===== src/ccc_pkg.sv =====
// Shared types and constants for the chamber condensation climate control block.
// Used by every module of the block; depends on nothing.
package ccc_pkg;

  // Field widths
  localparam int IDX_W   = 2;
  localparam int TEMP_W  = 15;
  localparam int HUM_W   = 14;
  localparam int RATIO_W = 16;
  localparam int PD_W    = 33;   // (T_in - T_out) * ratio
  localparam int LN_W    = 20;   // ln(RH/100) in Q16, signed
  localparam int QUOT_W  = 22;   // magnitude of the Magnus temperature term
  localparam int DIV_W   = 22;   // divisor 100 * (B + T)
  localparam int NUM_W   = 41;   // dividend A * |T| * 2^16

  // Configuration port
  localparam int CFG_IW = 3;
  localparam int CFG_DW = 16;

  localparam logic [CFG_IW-1:0] REG_SURF_RATIO = 3'd0;
  localparam logic [CFG_IW-1:0] REG_TEMP_LOW   = 3'd1;
  localparam logic [CFG_IW-1:0] REG_TEMP_HIGH  = 3'd2;
  localparam logic [CFG_IW-1:0] REG_HUMID_LOW  = 3'd3;
  localparam logic [CFG_IW-1:0] REG_HUMID_HIGH = 3'd4;

  // Magnus and humidity constants, fixed point
  localparam int MAG_A_CENTI = 1727;
  localparam int MAG_B_CENTI = 23770;
  localparam int MAG_A_Q16   = 1131807;
  localparam int LN2_Q16     = 45426;
  localparam int RH_FULL     = 10000;
  localparam int RH_FLOOR    = 100;

  typedef struct packed {
    logic [IDX_W-1:0]         idx;
    logic signed [TEMP_W-1:0] t;
    logic [HUM_W-1:0]         h;
    logic signed [PD_W-1:0]   pd;
  } side_t;

  typedef struct packed {
    side_t                  s;
    logic signed [LN_W-1:0] ln;
  } lnside_t;

  typedef struct packed {
    logic signed [TEMP_W-1:0] t_lo;
    logic signed [TEMP_W-1:0] t_hi;
    logic [HUM_W-1:0]         h_lo;
    logic [HUM_W-1:0]         h_hi;
  } lim_t;

  typedef struct packed {
    logic [IDX_W-1:0] idx;
    logic             fan;
    logic             heat;
    logic             risk;
  } result_t;

endpackage


===== src/ccc_div.sv =====
// Pipelined radix-2 restoring divider for the Magnus term A*T*2^16 / (100*(B+T)).
// One prepare stage, then one quotient bit per stage. Depends on ccc_pkg.
module ccc_div import ccc_pkg::*; (
  input  logic              clk_i,
  input  logic              rst_ni,
  input  logic              en_i,
  input  logic              valid_i,
  input  lnside_t           lnside_i,
  output logic              valid_o,
  output lnside_t           lnside_o,
  output logic [QUOT_W-1:0] quot_o,
  output logic              neg_o
);

  // Prepare magnitude of the dividend and the divisor
  logic [TEMP_W:0]   t16;
  logic [TEMP_W:0]   at16;
  logic [24:0]       a_d;
  logic [NUM_W-1:0]  n_d;
  logic [16:0]       bt_d;
  logic [DIV_W-1:0]  d_d;

  always_comb begin
    t16  = {lnside_i.s.t[TEMP_W-1], lnside_i.s.t};
    at16 = lnside_i.s.t[TEMP_W-1] ? (TEMP_W+1)'(-t16) : t16;
    a_d  = 25'(at16) * 25'(MAG_A_CENTI);
    n_d  = {a_d, 16'b0};
    bt_d = 17'(MAG_B_CENTI) + t16[16-1:0] + {t16[TEMP_W], 16'b0};
    d_d  = DIV_W'(bt_d) * DIV_W'(100);
  end

  logic              v_q   [QUOT_W+1];
  logic [DIV_W-1:0]  rem_q [QUOT_W+1];
  logic [QUOT_W-1:0] nb_q  [QUOT_W+1];
  logic [QUOT_W-1:0] q_q   [QUOT_W+1];
  logic [DIV_W-1:0]  d_q   [QUOT_W+1];
  logic              neg_q [QUOT_W+1];
  lnside_t           sd_q  [QUOT_W+1];

  // Load the prepare stage
  always_ff @(posedge clk_i or negedge rst_ni) begin
    if (!rst_ni) begin
      v_q[0] <= 1'b0;
    end else if (en_i) begin
      v_q[0] <= valid_i;
    end
  end

  always_ff @(posedge clk_i) begin
    if (en_i) begin
      rem_q[0] <= DIV_W'(n_d[NUM_W-1:QUOT_W]);
      nb_q[0]  <= n_d[QUOT_W-1:0];
      q_q[0]   <= '0;
      d_q[0]   <= d_d;
      neg_q[0] <= lnside_i.s.t[TEMP_W-1];
      sd_q[0]  <= lnside_i;
    end
  end

  // One quotient bit per stage
  for (genvar s = 0; s < QUOT_W; s++) begin : g_stage
    logic [DIV_W:0] trial;
    logic           ge;

    assign trial = {rem_q[s], nb_q[s][QUOT_W-1]};
    assign ge    = trial >= {1'b0, d_q[s]};

    always_ff @(posedge clk_i or negedge rst_ni) begin
      if (!rst_ni) begin
        v_q[s+1] <= 1'b0;
      end else if (en_i) begin
        v_q[s+1] <= v_q[s];
      end
    end

    always_ff @(posedge clk_i) begin
      if (en_i) begin
        rem_q[s+1] <= ge ? DIV_W'(trial - {1'b0, d_q[s]}) : trial[DIV_W-1:0];
        nb_q[s+1]  <= nb_q[s] << 1;
        q_q[s+1]   <= {q_q[s][QUOT_W-2:0], ge};
        d_q[s+1]   <= d_q[s];
        neg_q[s+1] <= neg_q[s];
        sd_q[s+1]  <= sd_q[s];
      end
    end
  end

  assign valid_o  = v_q[QUOT_W];
  assign lnside_o = sd_q[QUOT_W];
  assign quot_o   = q_q[QUOT_W];
  assign neg_o    = neg_q[QUOT_W];

endmodule


===== config.mk =====
export PLATFORM = sky130hd
export DESIGN_NAME = ccc_div
export DESIGN_NICKNAME = d
export VERILOG_FILES = /design/src/ccc_pkg.sv /design/src/ccc_div.sv
export SDC_FILE = /design/constraint.sdc
export NUM_CORES = 2
export LEC_CHECK = 0
export BUFFER_PORTS_ARGS = -buffer_cell sky130_fd_sc_hd__buf_4
export CORE_UTILIZATION = 63
export CTS_CLUSTER_SIZE = 14
export DETAILED_ROUTE_END_ITERATION = 7
export PLACE_DENSITY_LB_ADDON = 0.12
export SYNTH_ARGS = -nofsm -noshare
export SYNTH_HDL_FRONTEND = slang
export SYNTH_SLANG_ARGS = --single-unit
export TNS_END_PERCENT = 5

===== constraint.sdc =====
create_clock -name clk_i -period 4.45 [get_ports clk_i]
set_clock_uncertainty 0.2 [all_clocks]
set_input_delay 0.2225 -clock clk_i [delete_from_list [all_inputs] [get_ports clk_i]]
set_output_delay 0.2225 -clock clk_i [all_outputs]
set_load 0.02 [all_outputs]

## Word-level counts from Yosys, hierarchy flattened

Memory sizes are Yosys's and may differ from the RTL's.
Cells that the tools add are included.

- Bits of input ports: 88
- Register bits: 23
- Memories: 6
- Bits in writable memories: 3956

- Magnitude comparators: 22
- Muxes and demuxes: 25
- Multiply operators: 2
- $add $sub $neg: 25

Memory list:

| memory | words | bits a word | rd ports | clocked after Yosys merged registers in | write ports | RTL line | text |
|---|---|---|---|---|---|---|---|
| sd_q | 23 | 84 | 23 | 0 | 23 | ccc_div.sv:38 | `lnside_t sd_q [QUOT_W+1];` |
| d_q | 23 | 22 | 22 | 0 | 23 | ccc_div.sv:36 | `logic [DIV_W-1:0] d_q [QUOT_W+1];` |
| q_q | 23 | 22 | 23 | 0 | 23 | ccc_div.sv:35 | `logic [QUOT_W-1:0] q_q [QUOT_W+1];` |
| rem_q | 23 | 22 | 22 | 0 | 23 | ccc_div.sv:33 | `logic [DIV_W-1:0] rem_q [QUOT_W+1];` |
| nb_q | 23 | 21 | 22 | 0 | 23 | ccc_div.sv:34 | `logic [QUOT_W-1:0] nb_q [QUOT_W+1];` |
| neg_q | 23 | 1 | 23 | 0 | 23 | ccc_div.sv:37 | `logic neg_q [QUOT_W+1];` |

Operators with widths:

| operator | number |
|---|---|
| greater-or-equal comparator 23 x 22 -> 1 bit | 22 |
| 2-to-1 mux 22 bit | 22 |
| subtractor 22 bit | 22 |
| multiplier 16 x 11 -> 25 bit (second input constant) | 1 |
| multiplier 17 x 5 -> 20 bit (second input constant) | 1 |
| adder 15 x 16 -> 17 bit (first input constant) | 1 |
| adder 17 bit | 1 |
| 2-to-1 mux 16 bit | 1 |
| negator 16 bit | 1 |
| 2-to-1 mux 1 bit | 2 |

## Longest topological paths before layout

- Word-level depth: 3
- Gate-level depth with buffers: 27

## Worst setup path before layout

Ideal clock, no wire load.

- Path kind: input-to-reg
- From: input port lnside_i[70] (netlist name)
- To: memory rem_q[0][18] (data pin)
- Library setup time: 0.276 ns
- Buffers on the path: 1
- Stages: 22
- Data arrival time: 5.990 ns
- Setup slack: -2.016 ns
- Path through: clkbuf_1 -> nor3_1 -> nand3_1 -> o41ai_1 -> xor2_1 -> xnor2_1 -> inv_1 -> ha_1 -> fa_1 -> fa_1 -> fa_1 -> inv_1 -> fa_1 -> inv_1 -> ha_1 -> a21o_1 -> a21o_1 -> a21o_1 -> o2111ai_1 -> a21oi_1 -> nor4_1 -> a311oi_1

RTL lines:

| element | RTL line | text |
|---|---|---|
| start: declaration | ccc_div.sv:8 | `input lnside_t lnside_i,` |
| end: declaration | ccc_div.sv:33 |  |

==> reports/results.ini <==
[sta]
rsz0062_at_grt=yes
slew_headroom=0.256
hold_violations=0
fmax_ghz=0.190
setup_slack_ns=-0.815
worstMarginPinSlew_ns=1.12
fin_crit_ns=5.26
setup_viol_count_final=13
drv_slew=0
hold_ws_ns=0.0771
period_share=1.18

[clock_network]
clk_latency_ns=0.94
clkTransAtPathRegs_ns=0.06
cts_tree=done
cts-buffers-inserted=321
cts_buffer_depth=4
cts-root-buf=clkbuf_16
clock_sinks=3091
h-tree-depth=5

[pwr]
p_clk_frac=0.248
p_leak_uw=0.0553
p_int_uw=70500
switching_share=0.317
p_sw_uw=32700
finalPower_uw=103000
comb_power_share=0.358
pwr-share-seq=0.393
p_per_area_nw_per_um2=714
irDropWorstVdd_v=0.00145

[die]
dieArea_sq_um=201000
die_y_microns=449
start_util=0.636
rows=163
ios=196
die_w_microns=449
fp.coreArea_sq_um=198000

[drt]
initialDrtViolationCount=4637
via_per_inst=5.57
vias=63759
drc=0
first_pass_iters=8
antenna_left=0
wire_per_inst_microns=19.8
wl_mm=227

[synth]
synth_area_leaders=edfxtp_1, ha_1, inv_1
synth_ff_type=edfxtp_1
synth_cells=7790
async_flop_share=0.00744
synth_edf_count=3068
syn_area_per_cell_sq_um=16.1
yosysSeqAreaShare=0.737
ys_types=93
synthesis.area_sq_um=126000
synth_warnings=0
synth_top_area_cell=edfxtp_1
ys_ff_latch=3091
netlist.area_leader.share=0.732

[worst_setup_path]
cp_max_fo=5
start_kind=primary input
crit_type=primary input to flip-flop
r2r_setup_slack_ns=0.35
cp_data_arrival_time_ns=5.83
end_kind=flip-flop
worstPathRequired_ns=5.01

[placement]
post-place-ws_ns=-2.06
hpwl_mm=138
placedCellCount=10710
portBuffers=195
gp_congestion=0.898

[final_layout]
final_cells=11443
syn_to_final_growth_pct=14.8
post-route-util=0.730
fillers=11959
drive_gt1_frac=0.131
nets=9355
final_common_cell=edfxtp_1
final_cell_mix=edfxtp_1, inv_1, ha_1

[global_routing]
antenna_found_initial=1
grt_max_degree=180
grt-ovfl-total=0
grt_pass1_wl_mm=357
first_global_vias=66410
grt_usage=0.226

[min_path]
hold_class=primary input to flip-flop

[run_status]
violations=setup timing
status=complete, but fails checks

[flow_run]
maxCapViolations=0

stage by stage:
step / area, sq um / TNS (ns)
finish: 144000 / -7.09
global route: 144000 / -9.77
CTS: 144000 / -6.83
detailed placement: 132000 / -28.11
global placement: 132000 / -25.93
floorplan: 126000 / -19.29
cell families (layout without fill, tap and decap cells):
logic type,after synthesis,in the layout,share of synthesized area
DFF,3091,3091,0.737
AOI/OAI and AO/OA,1284,1284,0.0643
and+or+nand+nor,1182,1182,0.0454
buffers and inverters,937,1944,0.0314
adders and majority gates,683,683,0.0746
xor gates and xnor gates,386,386,0.0269
muxes,225,225,0.0205
other,2,8,0.0000597
per-layer routing:
metal  GRT usage  vias up  share of wire
li1            -    30463              -
met1       0.264    31453           0.39
met2       0.422     1364           0.54
met3      0.0304      479          0.034
met4      0.0815        0          0.033
met5           0        -              0
power by group through the flow:
| stage | logic [uW] | clock network, uW | registers [uW] |
|---|---|---|---|
| 5_1_grt | 41000 | 27300 | 40900 |
| 3_3_place_gp | 33500 | 0 | 40900 |
| 3_5_place_dp | 34400 | 0 | 41000 |
| 2_1_floorplan | 25200 | 0 | 40000 |
| 6_report | 37000 | 25600 | 40600 |
| 4_1_cts | 35500 | 26200 | 40600 |
worst max-delay path, cell delays in order:
cell and delay, ns:
buf_6 0.10, nor4_4 0.31, nand4_1 0.26, buf_4 0.22, buf_4 0.13, nand2_4 0.08, xor2_4 0.17, buf_6 0.16
xnor2_4 0.12, inv_2 0.06, ha_4 0.24, fa_1 0.57, fa_1 0.43, fa_1 0.49, inv_1 0.05, fa_1 0.49
inv_2 0.05, ha_4 0.24, a21o_1 0.15, a21o_1 0.17, a21o_1 0.19, o2111ai_4 0.27, a31oi_4 0.15, buf_4 0.16
buf_4 0.12, buf_4 0.12, nor2_2 0.09
Yosys cell counts (38+ instances only):
| cell type | count |
|---|---|
| clkbuf_1 | 71 |
| o21ai_1 | 123 |
| and3_1 | 38 |
| nand3_1 | 78 |
| edfxtp_1 | 3068 |
| nor3_1 | 78 |
| inv_1 | 732 |
| a31oi_1 | 38 |
| a21o_1 | 167 |
| a21oi_1 | 403 |
| nand2b_1 | 63 |
| xnor2_1 | 227 |
| mux2_1 | 115 |
| o21bai_1 | 40 |
| nand2_1 | 284 |
| o21ai_0 | 176 |
| nor2_1 | 363 |
| mux2_2 | 75 |
| fa_1 | 112 |
| ha_1 | 571 |
| nand4_1 | 64 |
| o21a_1 | 79 |
| nor2b_1 | 71 |
| buf_4 | 106 |
| xor2_1 | 159 |
final timing paths:
check	startpoint	to	cells past startpoint
worst min register to register	sd_q[0][507]$_DFFE_PP_	sd_q[0][591]$_DFFE_PP_	0
worst min-delay path	lnside_i[74]	sd_q[0][74]$_DFFE_PP_	3
min in group asynchronous	rst_ni	v_q[15]$_DFFE_PN0P_	3
worst max-delay path	lnside_i[74]	rem_q[0][14]$_DFFE_PP_	27
max in group asynchronous	rst_ni	v_q[1]$_DFFE_PN0P_	3
worst max register to register	d_q[0][69]$_DFFE_PP_	rem_q[0][103]$_DFFE_PP_	12
area by class of cell:
class                   instances  area [sq um]  area share
flip-flops and latches       3091         92700       0.642
multi-input cells            3767         30100       0.208
clock buffers                 394          8430      0.0584
repair buffers                661          5750      0.0398
well taps                    2640          3300      0.0229
inverters                     742          2790      0.0193
clock inverters               147          1440     0.00994
diodes                          1          2.50   0.0000173
registers in the layout, summed over array words and instances (netlist names):
name / count
sd_q: 1919
rem_q: 450
d_q: 418
q_q: 253
v_q: 22
nb_q: 15
neg_q: 13
valid_o: 1
timing repair:
action / 4_1_cts / 5_1_grt
buffers inserted: 7 / 15
endpoints found under the setup margin: 14 / 21
endpoints found under the hold margin: 435 / 0
hold buffers: 169 / 0
gates resized for setup: 40 / 79
pin swaps: 41 / 65
No activity file was read; power rests on OpenSTA's default activity.
